[src/sxd_pkg.sv]
// Shared types and codes for the sixel stream run decoder.
// Depends on nothing; every module of the block imports it.
package sxd_pkg;

   // Result kinds.
   localparam logic [1:0] KIND_RUN   = 2'd0;
   localparam logic [1:0] KIND_ERROR = 2'd1;
   localparam logic [1:0] KIND_TERM  = 2'd2;

   // Configuration register indexes and port widths.
   localparam int CSR_INDEX_W = 2;
   localparam int CSR_DATA_W  = 13;
   localparam logic [CSR_INDEX_W-1:0] CSR_IMAGE_WIDTH  = 2'd0;
   localparam logic [CSR_INDEX_W-1:0] CSR_IMAGE_HEIGHT = 2'd1;
   localparam logic [CSR_INDEX_W-1:0] CSR_START_COLOR  = 2'd2;

   // One input beat.
   typedef struct packed {
      logic       req_type;
      logic [7:0] data_byte;
   } sxd_req_type;

   // One result beat.
   typedef struct packed {
      logic [1:0]  kind;
      logic [11:0] row;
      logic [11:0] column;
      logic [12:0] run_length;
      logic [7:0]  color;
      logic        last;
   } sxd_rsp_type;

   // One job handed from the parser to the run generator. Runs are emitted
   // for the bits of run_mask, lowest first; err adds a closing abort or terminator beat.
   typedef struct packed {
      logic [5:0]  run_mask;
      logic        err;
      logic [1:0]  err_kind;
      logic [15:0] row;
      logic [15:0] col;
      logic [15:0] len;
      logic [7:0]  color;
   } sxd_job_type;

endpackage

[src/sixel_stream_run_decoder.sv]
// Top level of the sixel stream run decoder: parser, job queue, run generator.
// Depends on sxd_pkg, sxd_front, sxd_queue and sxd_back.
//
//   Channel   Direction  Handshake              Beat
//   req_      in         req_valid / req_stall  sxd_req_type (frame start or byte)
//   rsp_      out        rsp_valid / rsp_stall  sxd_rsp_type (run, abort, end)
//   csr_      in         csr_valid / csr_ready  csr_index, csr_data (13 bits)
//
// The parser takes one beat per cycle while the job queue has room.
// The run generator loads a job and then emits its result beats while rsp_stall
// allows; it takes the next job only after it has issued the last beat of the current one.
// Bytes that cause no result push no job and never reach the run generator.
// Reset is synchronous and clears all control state; there is no clearing pass.
// rsp_stall holds the output register; the queue then fills and raises req_stall.
module sixel_stream_run_decoder
   import sxd_pkg::*;
#(
   parameter int MAX_DIM      = 4096,
   parameter int PALETTE_SIZE = 256,
   parameter int QUEUE_DEPTH  = 2
) (
   input  logic                   clock,
   input  logic                   reset,
   input  logic                   req_valid,
   output logic                   req_stall,
   input  sxd_req_type            req_payload,
   output logic                   rsp_valid,
   input  logic                   rsp_stall,
   output sxd_rsp_type            rsp_payload,
   input  logic                   csr_valid,
   output logic                   csr_ready,
   input  logic [CSR_INDEX_W-1:0] csr_index,
   input  logic [CSR_DATA_W-1:0]  csr_data
);

   logic        q_push;
   logic        q_pop;
   logic        q_full;
   logic        q_empty;
   sxd_job_type push_job;
   sxd_job_type pop_job;

   sxd_front #(
      .MAX_DIM      (MAX_DIM),
      .PALETTE_SIZE (PALETTE_SIZE)
   ) u_front (
      .clock       (clock),
      .reset       (reset),
      .req_valid   (req_valid),
      .req_stall   (req_stall),
      .req_payload (req_payload),
      .csr_valid   (csr_valid),
      .csr_ready   (csr_ready),
      .csr_index   (csr_index),
      .csr_data    (csr_data),
      .q_full      (q_full),
      .q_push      (q_push),
      .q_job       (push_job)
   );

   sxd_queue #(
      .DEPTH (QUEUE_DEPTH)
   ) u_queue (
      .clock    (clock),
      .reset    (reset),
      .push     (q_push),
      .push_job (push_job),
      .pop      (q_pop),
      .pop_job  (pop_job),
      .full     (q_full),
      .empty    (q_empty)
   );

   sxd_back u_back (
      .clock       (clock),
      .reset       (reset),
      .q_empty     (q_empty),
      .q_job       (pop_job),
      .q_pop       (q_pop),
      .rsp_valid   (rsp_valid),
      .rsp_stall   (rsp_stall),
      .rsp_payload (rsp_payload)
   );

   // The parser never pushes into a full queue.
   assert property (@(posedge clock) disable iff (reset) q_push |-> !q_full)
      else $error("job pushed into a full queue");

   // After an aborting job the parser is stopped and pushes nothing next cycle.
   assert property (@(posedge clock) disable iff (reset) (q_push && push_job.err) |=> !q_push)
      else $error("job pushed right after an abort");

   // Abort and terminator beats close their byte and carry no run.
   assert property (@(posedge clock) disable iff (reset)
                    (rsp_valid && rsp_payload.kind != KIND_RUN) |->
                    (rsp_payload.last && rsp_payload.run_length == 13'd0))
      else $error("abort beat without last or with a run length");

endmodule

[src/sxd_front.sv]
// Parser front end: configuration registers, token parsing and pen state.
// Depends on sxd_pkg; pushes one job per result-producing byte into the queue.
module sxd_front
   import sxd_pkg::*;
#(
   parameter int MAX_DIM      = 4096,
   parameter int PALETTE_SIZE = 256
) (
   input  logic                   clock,
   input  logic                   reset,
   input  logic                   req_valid,
   output logic                   req_stall,
   input  sxd_req_type            req_payload,
   input  logic                   csr_valid,
   output logic                   csr_ready,
   input  logic [CSR_INDEX_W-1:0] csr_index,
   input  logic [CSR_DATA_W-1:0]  csr_data,
   input  logic                   q_full,
   output logic                   q_push,
   output sxd_job_type            q_job
);

   localparam logic [16:0] DIM_LIM     = 17'(MAX_DIM);
   localparam int          COLOR_LIM_I = (PALETTE_SIZE - 1 > 255) ? 255 : PALETTE_SIZE - 1;
   localparam logic [7:0]  COLOR_LIM   = 8'(COLOR_LIM_I);

   localparam logic [1:0] MODE_IDLE   = 2'd0;
   localparam logic [1:0] MODE_COLOR  = 2'd1;
   localparam logic [1:0] MODE_REPEAT = 2'd2;

   localparam logic [7:0] CH_CAN    = 8'h18;
   localparam logic [7:0] CH_SUB    = 8'h1a;
   localparam logic [7:0] CH_ESC    = 8'h1b;
   localparam logic [7:0] CH_QUOTE  = 8'h22;
   localparam logic [7:0] CH_HASH   = 8'h23;
   localparam logic [7:0] CH_BANG   = 8'h21;
   localparam logic [7:0] CH_DOLLAR = 8'h24;
   localparam logic [7:0] CH_MINUS  = 8'h2d;
   localparam logic [7:0] CH_ZERO   = 8'h30;
   localparam logic [7:0] CH_NINE   = 8'h39;
   localparam logic [7:0] CH_SEMI   = 8'h3b;
   localparam logic [7:0] CH_FIRST  = 8'h3f;
   localparam logic [7:0] CH_LAST   = 8'h7e;
   localparam logic [7:0] CH_BSLASH = 8'h5c;

   logic [12:0] width_ff, width_in;
   logic [12:0] height_ff, height_in;
   logic [7:0]  start_color_ff, start_color_in;
   logic [15:0] col_ff, col_in;
   logic [15:0] row_ff, row_in;
   logic [15:0] rep_ff, rep_in;
   logic [7:0]  color_ff, color_in;
   logic [15:0] acc_ff, acc_in;
   logic [1:0]  mode_ff, mode_in;
   logic        esc_ff, esc_in;
   logic        stopped_ff, stopped_in;

   logic        accept;
   logic [7:0]  b;
   logic        is_digit;
   logic [19:0] acc_next;
   logic [15:0] acc_sat;
   logic [7:0]  acc_color;
   logic [15:0] rep_cur;
   logic [7:0]  color_cur;
   logic [16:0] w_lim;
   logic [16:0] h_lim;
   logic [16:0] col_sum;
   logic [16:0] row_band;
   logic        col_fail;
   logic [5:0]  row_fail;
   logic [5:0]  bits;
   logic [5:0]  fail_bits;
   logic [5:0]  fail_low;
   logic        push_v;
   logic [5:0]  mask_v;
   logic        err_v;
   logic [1:0]  err_kind_v;
   logic        go;

   assign accept    = req_valid && !req_stall;
   assign req_stall = q_full;
   assign csr_ready = 1'b1;
   assign b         = req_payload.data_byte;

   // Number accumulation saturates at 16 bits; times ten is a shift and add.
   assign is_digit = (b >= CH_ZERO) && (b <= CH_NINE);
   assign acc_next = 20'({acc_ff, 3'b000}) + 20'({acc_ff, 1'b0}) + 20'(b[3:0]);
   assign acc_sat  = (acc_next > 20'h0ffff) ? 16'hffff : acc_next[15:0];

   // Values in force for the token once a pending number completes on this byte.
   assign acc_color = (acc_ff > {8'd0, COLOR_LIM}) ? COLOR_LIM : acc_ff[7:0];
   assign rep_cur   = (mode_ff == MODE_REPEAT && !is_digit) ?
                      ((acc_ff == 16'd0) ? 16'd1 : acc_ff) : rep_ff;
   assign color_cur = (mode_ff == MODE_COLOR && !is_digit) ? acc_color : color_ff;

   // Bounds of the raster byte: one column test for the byte and one row test per bit.
   assign w_lim    = ({4'd0, width_ff} > DIM_LIM) ? DIM_LIM : {4'd0, width_ff};
   assign h_lim    = ({4'd0, height_ff} > DIM_LIM) ? DIM_LIM : {4'd0, height_ff};
   assign col_sum  = {1'b0, col_ff} + {1'b0, rep_cur};
   assign row_band = {1'b0, row_ff} + 17'd6;
   assign col_fail = col_sum > w_lim;
   assign bits     = 6'(b - CH_FIRST);

   always_comb begin
      for (int i = 0; i < 6; i++) begin
         row_fail[i] = ({1'b0, row_ff} + 17'(i)) >= h_lim;
      end
   end

   // The first failing set bit ends the byte; runs below it still go out.
   assign fail_bits = bits & (col_fail ? 6'h3f : row_fail);
   assign fail_low  = fail_bits & (~fail_bits + 6'd1);

   // Token parser and pen state update.
   always_comb begin
      col_in     = col_ff;
      row_in     = row_ff;
      rep_in     = rep_ff;
      color_in   = color_ff;
      acc_in     = acc_ff;
      mode_in    = mode_ff;
      esc_in     = esc_ff;
      stopped_in = stopped_ff;
      push_v     = 1'b0;
      mask_v     = 6'd0;
      err_v      = 1'b0;
      err_kind_v = KIND_ERROR;
      go         = 1'b1;
      if (accept) begin
         if (req_payload.req_type) begin
            col_in     = 16'd0;
            row_in     = 16'd0;
            rep_in     = 16'd1;
            color_in   = (start_color_ff > COLOR_LIM) ? COLOR_LIM : start_color_ff;
            acc_in     = 16'd0;
            mode_in    = MODE_IDLE;
            esc_in     = 1'b0;
            stopped_in = 1'b0;
         end else if (!stopped_ff) begin
            // An escape is dropped unless a backslash completes the terminator.
            if (esc_ff) begin
               esc_in = 1'b0;
               if (b == CH_BSLASH) begin
                  push_v     = 1'b1;
                  err_v      = 1'b1;
                  err_kind_v = KIND_TERM;
                  stopped_in = 1'b1;
                  go         = 1'b0;
               end
            end
            // A pending number takes digits; any other byte completes it.
            if (go && mode_ff != MODE_IDLE) begin
               if (is_digit) begin
                  acc_in = acc_sat;
                  go     = 1'b0;
               end else begin
                  mode_in = MODE_IDLE;
                  acc_in  = 16'd0;
                  if (mode_ff == MODE_COLOR) begin
                     if (b == CH_SEMI) begin
                        push_v     = 1'b1;
                        err_v      = 1'b1;
                        stopped_in = 1'b1;
                        go         = 1'b0;
                     end else begin
                        color_in = color_cur;
                     end
                  end else begin
                     rep_in = rep_cur;
                  end
               end
            end
            if (go) begin
               if (b >= CH_FIRST && b <= CH_LAST) begin
                  if (fail_bits != 6'd0) begin
                     push_v     = 1'b1;
                     mask_v     = bits & (fail_low - 6'd1);
                     err_v      = 1'b1;
                     stopped_in = 1'b1;
                  end else begin
                     push_v = bits != 6'd0;
                     mask_v = bits;
                     col_in = col_sum[16] ? 16'hffff : col_sum[15:0];
                     rep_in = 16'd1;
                  end
               end else begin
                  case (b)
                     CH_HASH: begin
                        mode_in = MODE_COLOR;
                        acc_in  = 16'd0;
                     end
                     CH_BANG: begin
                        mode_in = MODE_REPEAT;
                        acc_in  = 16'd0;
                     end
                     CH_DOLLAR: begin
                        col_in = 16'd0;
                     end
                     CH_MINUS: begin
                        col_in = 16'd0;
                        row_in = row_band[16] ? 16'hffff : row_band[15:0];
                     end
                     CH_CAN, CH_SUB, CH_QUOTE: begin
                        push_v     = 1'b1;
                        err_v      = 1'b1;
                        stopped_in = 1'b1;
                     end
                     CH_ESC: begin
                        esc_in = 1'b1;
                     end
                     default: begin
                     end
                  endcase
               end
            end
         end
      end
   end

   // Job handed to the run generator.
   assign q_push         = push_v;
   assign q_job.run_mask = mask_v;
   assign q_job.err      = err_v;
   assign q_job.err_kind = err_kind_v;
   assign q_job.row      = row_ff;
   assign q_job.col      = col_ff;
   assign q_job.len      = rep_cur;
   assign q_job.color    = color_cur;

   // Configuration writes.
   always_comb begin
      width_in       = width_ff;
      height_in      = height_ff;
      start_color_in = start_color_ff;
      if (csr_valid && csr_ready) begin
         case (csr_index)
            CSR_IMAGE_WIDTH:  width_in       = csr_data;
            CSR_IMAGE_HEIGHT: height_in      = csr_data;
            CSR_START_COLOR:  start_color_in = csr_data[7:0];
            default: begin
            end
         endcase
      end
   end

   always_ff @(posedge clock) begin
      if (reset) begin
         width_ff       <= 13'd4096;
         height_ff      <= 13'd4096;
         start_color_ff <= 8'd0;
         col_ff         <= 16'd0;
         row_ff         <= 16'd0;
         rep_ff         <= 16'd1;
         color_ff       <= 8'd0;
         acc_ff         <= 16'd0;
         mode_ff        <= MODE_IDLE;
         esc_ff         <= 1'b0;
         stopped_ff     <= 1'b0;
      end else begin
         width_ff       <= width_in;
         height_ff      <= height_in;
         start_color_ff <= start_color_in;
         col_ff         <= col_in;
         row_ff         <= row_in;
         rep_ff         <= rep_in;
         color_ff       <= color_in;
         acc_ff         <= acc_in;
         mode_ff        <= mode_in;
         esc_ff         <= esc_in;
         stopped_ff     <= stopped_in;
      end
   end

endmodule

[src/sxd_queue.sv]
// Short job queue between the parser and the run generator.
// Depends on sxd_pkg for the job type.
module sxd_queue
   import sxd_pkg::*;
#(
   parameter int DEPTH = 2
) (
   input  logic        clock,
   input  logic        reset,
   input  logic        push,
   input  sxd_job_type push_job,
   input  logic        pop,
   output sxd_job_type pop_job,
   output logic        full,
   output logic        empty
);

   localparam int PTR_W = (DEPTH > 1) ? $clog2(DEPTH) : 1;
   localparam int CNT_W = $clog2(DEPTH + 1);
   localparam logic [PTR_W-1:0] PTR_LAST = PTR_W'(DEPTH - 1);
   localparam logic [CNT_W-1:0] CNT_FULL = CNT_W'(DEPTH);

   sxd_job_type      slots_ff [DEPTH];
   logic [PTR_W-1:0] wr_ptr_ff, wr_ptr_in;
   logic [PTR_W-1:0] rd_ptr_ff, rd_ptr_in;
   logic [CNT_W-1:0] count_ff, count_in;

   assign full    = count_ff == CNT_FULL;
   assign empty   = count_ff == '0;
   assign pop_job = slots_ff[rd_ptr_ff];

   // Pointers wrap at the depth; the count tracks occupancy.
   always_comb begin
      wr_ptr_in = wr_ptr_ff;
      rd_ptr_in = rd_ptr_ff;
      count_in  = count_ff;
      if (push) begin
         wr_ptr_in = (wr_ptr_ff == PTR_LAST) ? '0 : wr_ptr_ff + 1'b1;
      end
      if (pop) begin
         rd_ptr_in = (rd_ptr_ff == PTR_LAST) ? '0 : rd_ptr_ff + 1'b1;
      end
      if (push && !pop) begin
         count_in = count_ff + 1'b1;
      end else if (pop && !push) begin
         count_in = count_ff - 1'b1;
      end
   end

   always_ff @(posedge clock) begin
      if (reset) begin
         wr_ptr_ff <= '0;
         rd_ptr_ff <= '0;
         count_ff  <= '0;
      end else begin
         wr_ptr_ff <= wr_ptr_in;
         rd_ptr_ff <= rd_ptr_in;
         count_ff  <= count_in;
      end
   end

   // Slot storage carries no reset.
   always_ff @(posedge clock) begin
      if (push) begin
         slots_ff[wr_ptr_ff] <= push_job;
      end
   end

endmodule

[src/sxd_back.sv]
// Run generator: expands each queued job into result beats, one per cycle when not stalled.
// Depends on sxd_pkg; drives the registered result channel.
module sxd_back
   import sxd_pkg::*;
(
   input  logic        clock,
   input  logic        reset,
   input  logic        q_empty,
   input  sxd_job_type q_job,
   output logic        q_pop,
   output logic        rsp_valid,
   input  logic        rsp_stall,
   output sxd_rsp_type rsp_payload
);

   logic        act_ff, act_in;
   sxd_job_type job_ff, job_in;
   logic        rsp_valid_ff, rsp_valid_in;
   sxd_rsp_type rsp_ff, rsp_in;

   logic        out_free;
   logic [2:0]  idx;
   logic [5:0]  rest;

   assign out_free    = !rsp_valid_ff || !rsp_stall;
   assign q_pop       = !act_ff && !q_empty;
   assign rsp_valid   = rsp_valid_ff;
   assign rsp_payload = rsp_ff;

   // Lowest set bit of the remaining mask picks the row of the next run.
   always_comb begin
      idx = 3'd0;
      for (int i = 5; i >= 0; i--) begin
         if (job_ff.run_mask[i]) begin
            idx = 3'(i);
         end
      end
   end

   assign rest = job_ff.run_mask & (job_ff.run_mask - 6'd1);

   // Load a job, then emit its runs and the closing abort or terminator beat if any.
   always_comb begin
      act_in       = act_ff;
      job_in       = job_ff;
      rsp_valid_in = out_free ? 1'b0 : rsp_valid_ff;
      rsp_in       = rsp_ff;
      if (q_pop) begin
         act_in = 1'b1;
         job_in = q_job;
      end else if (act_ff && out_free) begin
         rsp_valid_in = 1'b1;
         if (job_ff.run_mask != 6'd0) begin
            rsp_in.kind       = KIND_RUN;
            rsp_in.row        = job_ff.row[11:0] + {9'd0, idx};
            rsp_in.column     = job_ff.col[11:0];
            rsp_in.run_length = job_ff.len[12:0];
            rsp_in.color      = job_ff.color;
            rsp_in.last       = (rest == 6'd0) && !job_ff.err;
            job_in.run_mask   = rest;
            if (rest == 6'd0 && !job_ff.err) begin
               act_in = 1'b0;
            end
         end else begin
            rsp_in.kind       = job_ff.err_kind;
            rsp_in.row        = 12'd0;
            rsp_in.column     = 12'd0;
            rsp_in.run_length = 13'd0;
            rsp_in.color      = 8'd0;
            rsp_in.last       = 1'b1;
            act_in            = 1'b0;
         end
      end
   end

   always_ff @(posedge clock) begin
      if (reset) begin
         act_ff       <= 1'b0;
         rsp_valid_ff <= 1'b0;
      end else begin
         act_ff       <= act_in;
         rsp_valid_ff <= rsp_valid_in;
      end
   end

   // Payload registers carry no reset.
   always_ff @(posedge clock) begin
      job_ff <= job_in;
      rsp_ff <= rsp_in;
   end

endmodule

[config.mk]
export PLATFORM = sky130hd
export DESIGN_NAME = sixel_stream_run_decoder
export DESIGN_NICKNAME = d
export VERILOG_FILES = /design/src/sxd_pkg.sv /design/src/sixel_stream_run_decoder.sv /design/src/sxd_front.sv /design/src/sxd_queue.sv /design/src/sxd_back.sv
export SDC_FILE = /design/constraint.sdc
export NUM_CORES = 1
export LEC_CHECK = 0
export BUFFER_PORTS_ARGS = -buffer_cell sky130_fd_sc_hd__buf_2
export CAP_MARGIN = 20
export CORE_MARGIN = 1
export CORE_UTILIZATION = 55
export CTS_CLUSTER_SIZE = 20
export DETAILED_ROUTE_END_ITERATION = 12
export GPL_ROUTABILITY_DRIVEN = 0
export PLACE_DENSITY = 0.72
export SYNTH_ARGS = -nofsm -noshare
export SYNTH_HDL_FRONTEND = slang
export SYNTH_SLANG_ARGS = --single-unit
[constraint.sdc]
create_clock -name clock -period 18.5 [get_ports clock]
set_clock_uncertainty 0.1 [all_clocks]
set_input_delay 0.925 -clock clock [delete_from_list [all_inputs] [get_ports clock]]
set_output_delay 0.925 -clock clock [all_outputs]
set_load 0.005 [all_outputs]
Word level (Yosys, flattened, before mapping). Memory sizes are Yosys's and may differ from the RTL's. A register that Yosys moved wholly into a read port is not among the register bits. Index checks and enable logic that the tools add are counted.

Logic and storage cells: 264. RAM bits: 130. Input bits: 29. Output and inout bits: 51. Memories kept: 1. Register bits: 218.

Mux-type cells: 123. Bitwise operators: 6. Add/sub/neg operators: 18. Reduce and logical (&&, ||, !) cells: 50. Eq/ne operators: 21. Order comparisons: 16.

Memory list: u_queue.slots_ff (words 2, bits a word 65, read ports 1, clocked after Yosys merged registers in 1, wr ports 1, RTL line sxd_queue.sv:23) `sxd_job_type slots_ff [DEPTH];`.

Operator list (number): 16-bit two-way mux (31); 17-bit greater-or-equal comparator (5); 8-bit two-way mux (9); 6-bit two-way mux (10); 16-bit by 3-bit adder with 17-bit output, second input constant (3); 1-bit two-way mux (51); 8-bit by 6-bit equality test with 1-bit output, second input constant (6); 16-bit by 2-bit adder with 17-bit output, second input constant (2); 13-bit > comparator, second input constant (2); 13-bit two-way mux (2); 2-bit two-way mux (13); 6-bit bitwise AND (4); 8-bit by 5-bit equality test with 1-bit output, second input constant (3); 19-bit by 17-bit adder with 20-bit output (1); 20-bit by 4-bit adder with 20-bit output (1); 20-bit by 16-bit > comparator with 1-bit output, second input constant (1); 3-bit two-way mux (6); 6-bit nonzero test (3); 16-bit by 1-bit adder with 17-bit output, second input constant (1); 16-bit by 16-bit adder with 17-bit output (1); 16-bit by 17-bit greater-or-equal comparator with 1-bit output (1); 17-bit > comparator (1); 8-bit by 6-bit greater-or-equal comparator with 1-bit output, second input constant (2); 16-bit by 8-bit > comparator with 1-bit output, second input constant (1); 31 further kinds (74).

Logic depth before layout (Yosys ltp). Gate-level depths: netlist of run 1.

Depth after elaboration: 21. Mapped depth: 35. Depth with buffers taken out: 34.

Hierarchy. From an unflattened synthesis of run 1, not the netlist that was laid out.

Cells, all modules: 1864. Area total of the unflattened synthesis: 19563.8 µm².

Modules (own cells, without submodules): sxd_front (instances 1, area each 10719.0 µm², seq. area each 2202.1 µm², cells each 1403); sxd_queue (instances 1, area each 4912.2 µm², seq. area each 4003.8 µm², cells each 224); sxd_back (instances 1, area each 3932.5 µm², seq. area each 3103.0 µm², cells each 237).

Worst setup path after synthesis of run 1. No wires, ideal clock.

Kind: input port to flip-flop. Start: input port req_payload[1] (netlist name). End: memory u_queue.slots_ff[0][0] (netlist name), enable pin. Path slack: 8.557 ns. Stages on the path: 30. Buffers on the path: 1. Setup time: 0.547 ns. Required time: 17.853 ns. Data arrival time: 9.296 ns. Path through: inv_1 ha_1 nor2_1 o21ai_0 nand4_1 nand2_1 nor2_1 clkbuf_1 nor2_1 a21oi_1 ha_1 inv_1 fa_1 nor2b_4 o31a_1 o21ai_2 nor2b_1 a41o_1 xor2_1 ha_1 nand4_1 or4_1 o21ai_0 a21oi_1 nor4_1 nand4_1 o21ai_0 nand2_1 o21ai_0 a211oi_1.

RTL lines: from (decl) (RTL line sixel_stream_run_decoder.sv:26) `input sxd_req_type req_payload,`; to (decl) (RTL line sxd_queue.sv:23).

==> results of run 1 <==
==> worst register-to-register path: cells and delay by family (launching register included) <==
family          cells  cell delay [ns]
compound gates     13             3.26
xor+xnor            1             0.22
fa+ha+maj           4             1.37
buf+inv             1             0.07
flops               1             0.39
simple gates        9             2.48
==> registers in the layout, indices dropped and copies added (netlist names), named ones only <==
signal,flops
u_front.width_ff,13
u_front.col_ff,16
u_front.rep_ff,16
u_front.start_color_ff,8
u_queue.count_ff,2
u_back.job_ff,54
u_queue.rd_ptr_ff,1
u_front.stopped_ff,1
u_back.act_ff,1
u_front.mode_ff,2
u_front.esc_ff,1
u_front.row_ff,16
u_back.rsp_payload,48
u_front.height_ff,13
u_front.acc_ff,16
u_queue.wr_ptr_ff,1
u_queue.slots_ff,108
u_front.color_ff,8
==> cell usage after synthesis, drive strengths merged (17+ instances only) <==
cell type,number
edfxtp,210
nor3,25
nand2b,17
nand3,50
o211ai,35
nor2b,44
o21ai,81
buf,20
dfxtp,117
mux2,50
mux2i,24
nand4,22
a21o,35
a211oi,27
a21oi,124
ha,150
nor4,28
nand2,198
xor2,43
inv,57
clkbuf,74
nor2,131
xnor2,53
==> metal layers <==
metal / part of all wire / global-route usage / vias up
li1: - / - / 6861
met1: 0.45 / 0.3720 / 6822
met2: 0.44 / 0.4060 / 613
met3: 0.081 / 0.04751 / 102
met4: 0.026 / 0.08590 / 0
met5: 0 / 0 / -
==> power groups by stage <==
stage          Sequential, mW  Combinational, mW  Clock (mW)
2_1_floorplan           0.987              0.234           0
3_3_place_gp            0.985              0.340           0
3_5_place_dp            0.989              0.348           0
4_1_cts                 0.974              0.351       0.765
5_1_grt                 0.987              0.392       0.794
6_report                0.974              0.349       0.754
==> kinds of logic (layout without fill, tap and decap cells) <==
group                    count (synthesis)  count (layout)  synth area share
buffers and inverters                  151             222           0.03254
flip-flops                             327             327            0.4638
other                                    1               1         0.0002011
multiplexers                            74              74           0.04308
AO/OA/AOI/OAI                          435             435            0.1548
AND/OR/NAND/NOR                        590             590            0.1545
adder cells (fa/ha/maj)                156             156            0.1060
XOR/XNOR                                96              96           0.04509
==> final timing paths <==
path | startpoint | to | slack, ns | depth (start not counted)
worst min-delay path | u_front.height_ff[8] | u_front.height_ff[8] | 0.36 | 2
worst max register to register | u_front.acc_ff[11] | u_queue.count_ff[1] | 10.57 | 28
worst min register to register | u_front.height_ff[8] | u_front.height_ff[8] | 0.36 | 2
worst max-delay path | req_payload[0] | u_queue.count_ff[1] | 10.08 | 33
==> per-stage QoR <==
step                setup WS, ns  total power [mW]
floorplan                  8.557             1.222
global placement           10.07             1.326
detailed placement         9.642             1.337
CTS                        10.18             2.090
global route               9.431             2.172
finish                     10.08             2.076
==> cell type report <==
cell class	instances	area share
inverters	57	0.01035
well taps	448	0.02711
clock inverters	20	0.01374
multi-input cells	1352	0.4563
clock buffers	46	0.04732
flip-flops and latches	327	0.4183
repair buffers	99	0.02687
==> results.txt, run 1 <==
The flow ran to the end, and the final reports show no timing, DRC or antenna violations. For the pin with the worst max-slew slack, the measured transition is 1.070 ns. The routed design has 44.93 mm of wire. The worst slew margin relative to its limit is 0.2813. The sequential cells in the finished layout cover a total of 8650 µm². The filler-free cell count of the finished design was 2349; the via density per instance was 6.129. By area the synthesized netlist is led by sky130_fd_sc_hd__edfxtp_1, sky130_fd_sc_hd__dfxtp_1, sky130_fd_sc_hd__ha_1. For this run, the post-layout net count is 2056. The tools report the total of endpoints with negative setup slack in the final report as 0. In this run the power density over the cells is 100.4 nW/µm².

For this run the aggregate overflow at the end of global routing stands at 0. The async set-reset flop share out of synthesis was 0. The register bit count reported by yosys came out at 327. Of all cell types, the one taking the most synthesized area is sky130_fd_sc_hd__edfxtp_1. The internal portion of total power came out at 1.530 mW.

Including well taps, the total number of placed cells is 2282. The fraction of post-synthesis cell area in the top cell type by area was 0.3382; the final hold violation count was 0. The worst path in the final design needs a cycle of 8.419 ns, including I/O delays and setup. The path class of the lowest-slack min-delay path is flip-flop to flip-flop. The largest fanout on the critical path is 31, and the count of antenna diodes in the layout is 0. The worst setup path is captured at a flip-flop. The post-synthesis cell area came out at 18650 µm². The total number of clock tree sinks is 327.

During I/O placement, the number of pins put on the boundary was 80. The first-pass GRT wire length was 71.46 mm; the number of distinct standard cells referenced by the synthesized netlist was 79. The tools report the number of max-capacitance violations reported as 0.

For the effective utilization at floorplan, the log shows 0.5575. Summed over all cells, the static leakage comes to 8.190 nW. TritonCTS built the clock tree. After detailed placement, the total cell area comes to 19410 µm². The logs give 2 for the maximum level of the CTS H-tree and 9435 µm² for the combined area of the multi-input logic cells. The share of layout cells above drive strength 1 was 0.1231; the switching portion of total power was 0.2633.

Synthesis produced a netlist with a net count of 2013. Setup repair after global routing left no endpoint under its margin. Routed via count: 14.40k. The register clock-pin slew on the reported worst setup and hold paths works out to 0.07 ns. For this design the total switching power over the nets is 546.6 µW. Row generation in the floorplan step produced 67 rows. From synthesis to final layout, the design area changed by 10.88%.

The run gives 1435 as the DRC marker count from the first detailed-route iteration. The run gives 34650 µm² as the die outline area. After routing the design area is 20680 µm². Leaving out fill and tap cells, the most frequent cell in the layout is sky130_fd_sc_hd__edfxtp_1. The die height is 186.1 µm. In this run the clock root is driven by a sky130_fd_sc_hd__clkbuf_16.

In the final timing run, aggregate negative setup slack is 0 ns. The arrival time at the worst endpoint came out at 8.78 ns. In this run, post-CTS repair resized a total of 0 instances. Synthesis produced 1830 cells. The number of antenna violations at the first check in global routing is 0, and the antenna violation net count after detailed routing is 0.

The tools report the sort of element at the start of the critical path as a primary input. Yosys printed 0 warnings. Static timing analysis puts the maximum clock frequency at 118.8 MHz. For the HPWL after detailed placement, the log shows 31.57 mm. The share of the yosys chip area belonging to registers was 0.4638; the maximum VDD drop was 83.22 µV. The synthesized design contains 210 enable-type register cells. The filler cells instantiated in the layout total 2700. The floorplan step defined a core boundary enclosing 33450 µm².

For this run, the leading register cell type out of synthesis is sky130_fd_sc_hd__edfxtp_1. The final critical-path share of the clock period came out at 0.4551. Number of buffers between clock root and the deepest sink: 3. Critical setup path kind: primary input to flip-flop. The clock power share is 0.363.

The share of power burned in combinational logic is 0.168. For this design, the slowest cell found on the critical path is sky130_fd_sc_hd__o21ai_0. For the number of slew-limit violations in the final report, the log shows 0. The count of TritonRoute iterations in the first routing pass was 6; the number of buffers inserted by port buffering was 78. The buffers inserted during post-CTS setup optimization came out at 0.

The run gives 0.469 as the sequential fraction of design power. STA puts the critical path data required time at 18.86 ns. Across all hold checks on the routed design, the worst slack comes to 0.3583 ns.

The cts-stage hold buffer count is 0. The delay of the slowest cell on the worst path works out to 0.74 ns. The all-layer global routing usage came out at 0.2624. The critical path's top delay family was compound AO/OA/AOI/OAI gates. The tools report the remaining routing DRC violations as 0.

The library cells used most frequently in the layout, excluding fill and tap cells, are sky130_fd_sc_hd__edfxtp_1, sky130_fd_sc_hd__nand2_1, sky130_fd_sc_hd__ha_1. The tools report the largest net degree at the start of global routing as 60. The critical path contains buffers and inverters numbering 4 combined.

The utilization of the core after routing was 0.6182; the clock latency on the worst-skew pair was 0.54 ns. The TritonCTS buffer count is 36, and the average wire per cell in the routed design is 19.13 µm. The die boundary width is 186.1 µm, and the via count of the first global-routing pass is 13.44k. Dividing the synthesized area by the synthesized cell count gives 10.19 µm².
Power figures use the tool's default switching activity.
==> run 2, diff against run 1 <==
- clock period: 18.5 -> 8.2 ns (I/O delays scaled with it)
==> run 2 against run 1 <==
  * Largest power group unchanged
  * Count of clock-buffer cells in the layout increased by 6
  * Sequential cell count is the same
  * Total power rose by 120%
  * Die area is the same
  * Final cell count increased by 0.30%
  * Via count down 0.12%
  * First-iteration DRC count shrank 0.77%
  * Cell area about the same
  * Worst hold slack got worse by 0.30 ns
  * Critical path type unchanged
  * Utilization hardly changed
==> results.txt, run 2 (synthesis results as in run 1) <==
The run gives 0 (unchanged) as the remaining routing DRC violations. The clock root buffer was sky130_fd_sc_hd__clkbuf_16 (unchanged). For the row count, the log shows 67 (unchanged).

The slew at the pin closest to its max-slew limit is 1.060 ns (was 1.070 ns). The largest fanout on the critical path was 47 (was 31); the total of endpoints with negative setup slack in the final report was 0 (unchanged). Maximum VDD drop: 171.1 µV (was 83.22 µV). Buffers inserted during post-CTS setup optimization: 0 (unchanged). The power density of the placed cells came out at 222.4 nW/µm² (was 100.4 nW/µm²). The register with the most flip-flops was u_queue.slots_ff (unchanged). The worst endpoint required time is 8.54 ns (was 18.86 ns). The run gives 9423 µm² (was 9435 µm²) as the combined area of the multi-input logic cells. Setup repair after global routing left no endpoint under its margin. The cts-stage hold buffer count was 0 (unchanged); the number of flip-flops in the largest register was 108 (unchanged). Path class of the lowest-slack min-delay path: primary input to flip-flop (was flip-flop to flip-flop).

HPWL after detailed placement: 31.62 mm (was 31.57 mm). The number of antenna violations at the first check in global routing was 2 (was 0). The logs give 34650 µm² (unchanged) for the die outline area and 0.04089 (was 0.04751) for the met3 routing resource usage after global routing. For the largest net degree at the start of global routing, the log shows 65 (was 60). The total number of clock tree sinks is 327 (unchanged), and the number of max-capacitance violations reported is 0 (unchanged). The number of buffers inserted by port buffering is 78 (unchanged). For the post-cts repair resize count, the log shows 0 (unchanged).

The final layout net count was 2064 (was 2056). The antenna violation net count after detailed routing came out at 0 (unchanged). The met2 usage in global routing was 0.4039 (was 0.4060); the worst slew margin relative to its limit was 0.2750 (was 0.2813). The register clock-pin slew on the reported worst setup and hold paths was 0.06 ns (was 0.07 ns); the static power due to leakage was 8.203 nW (was 8.190 nW).

The register area is 8650 µm² (unchanged), and the first-pass GRT wire length is 70.84 mm (was 71.46 mm). Delay of the slowest cell on the worst path: 0.64 ns (was 0.74 ns). TritonCTS built the clock tree. The arrival time at the worst endpoint was 7.68 ns (was 8.78 ns).

Clock latency on the worst-skew pair: 0.52 ns (was 0.54 ns). The via density per instance is 6.104 (was 6.129). The tools report the number of buffers between clock root and the deepest sink as 3 (unchanged).

The all-layer global routing usage is 0.2602 (was 0.2624). The tools report the number of slew-limit violations in the final report as 0 (unchanged). DRC marker count from the first detailed-route iteration: 1424 (was 1435).

The critical setup path kind is primary input to flip-flop (unchanged). The share of layout cells above drive strength 1 is 0.1238 (was 0.1231). The tools report the count of TritonRoute iterations in the first routing pass as 6 (unchanged).

Most frequent cells in the layout: sky130_fd_sc_hd__edfxtp_1, sky130_fd_sc_hd__nand2_1, sky130_fd_sc_hd__ha_1 (unchanged). The tools report the remaining global-route overflow as 0 (unchanged). Most utilized layer in the global route result: met2 (unchanged). The tools report the sort of element at the start of the critical path as a primary input (unchanged).

The layout overhead on the synthesized area was 10.82% (was 10.88%). Critical path's slowest cell: sky130_fd_sc_hd__or4b_1 (was sky130_fd_sc_hd__o21ai_0). The global routing usage on met1 was 0.3677 (was 0.3720).

For the total wire length after detailed routing, the log shows 44.64 mm (was 44.93 mm). For the final-layout fill cell count, the log shows 2707 (was 2700). Most common cell after layout, fill and taps aside: sky130_fd_sc_hd__edfxtp_1 (unchanged).

The top achievable clock speed is 136.1 MHz. Slack of the worst reg-to-reg path: 0.91 ns (was 10.57 ns). The total I/O pin count came out at 80 (unchanged). For the total design power, the log shows 4.596 mW (was 2.076 mW). The total negative slack for setup checks was 0 ns (unchanged); the average wire per cell in the routed design was 18.95 µm (was 19.13 µm). Routed via count: 14.38k (was 14.40k). The smallest clock period supported by the final layout is computed as 7.348 ns. The run finished with clean final reports. The TritonCTS buffer count came out at 35 (was 36). The die boundary width is 186.1 µm (unchanged).

The tools report the via count of the first global-routing pass as 13.40k (was 13.44k). The final critical-path share of the clock period works out to 0.8961. The die height was 186.1 µm (unchanged). The placeable core area is 33450 µm² (unchanged), and the final hold violation count is 0 (unchanged). The pre-CTS setup slack is 0.4980 ns (was 9.642 ns). The endpoint type of the worst setup path is a flip-flop (unchanged). The maximum level of the CTS H-tree is 2 (unchanged), and the effective utilization at floorplan is 0.5575 (unchanged). Setup slack after layout: 0.8523 ns (was 10.08 ns).
==> run 2: changes by cell type in the layout (fill, tap and decap cells not counted), sizes merged <==
| cell | before | now |
|---|---|---|
| diode | 0 | 2 |
| clkinvlp | 3 | 1 |
| clkbuf | 46 | 52 |
| bufinv | 6 | 4 |
| clkinv | 9 | 5 |
| inv | 59 | 57 |
| buf | 99 | 108 |
==> run 2: final timing paths <==
kind,start,end,cells after the start
setup / recovery,req_payload[1],u_front.col_ff[13],33
hold / removal,csr_data[8],u_front.width_ff[8],3
setup reg to reg,u_front.acc_ff[11],u_front.col_ff[13],27
hold reg to reg,u_front.width_ff[7],u_front.width_ff[7],2
==> run 2: layout make-up <==
cell class              count  area share
clock inverters            10    0.008113
clock buffers              52     0.04850
repair buffers            108     0.03112
well taps                 448     0.02713
flip-flops and latches    327      0.4186
inverters                  57     0.01035
diodes                      2   0.0002422
multi-input cells        1352      0.4560
==> run 2: routing by layer <==
metal,share of wire,up-vias
met5,0.00022,-
met4,0.032,2
li1,-,6870
met1,0.45,6794
met3,0.080,128
met2,0.44,587
==> run 2: where the power goes <==
part,switching [mW],internal [mW]
Sequential,0.0930,2.10
Clock,0.629,0.976
Combinational,0.482,0.312
Total,1.20,3.39
==> run 2: per-stage QoR <==
stage / cell area [µm²] / hold slack [ns] / std cells / utilization
4_1_cts: 20620 / 0.04815 / 2352 / 0.6164
3_5_place_dp: 19450 / 0.3480 / 2290 / 0.5814
5_1_grt: 20660 / 0.04886 / 2354 / 0.6177
3_3_place_gp: 19440 / 0.3412 / 2289 / 0.5812
6_report: 20660 / 0.05481 / 2356 / 0.6178
2_1_floorplan: 18650 / 0.3318 / 1830 / -
==> run 2: critical path: cells and delay by family <==
| family | cells | cell delay (ns) |
|---|---|---|
| AND/OR/NAND/NOR | 12 | 2.89 |
| AO/OA/AOI/OAI | 11 | 1.88 |
| adder cells (fa/ha/maj) | 4 | 1.26 |
| buffers and inverters | 5 | 0.97 |
| XOR/XNOR | 1 | 0.23 |
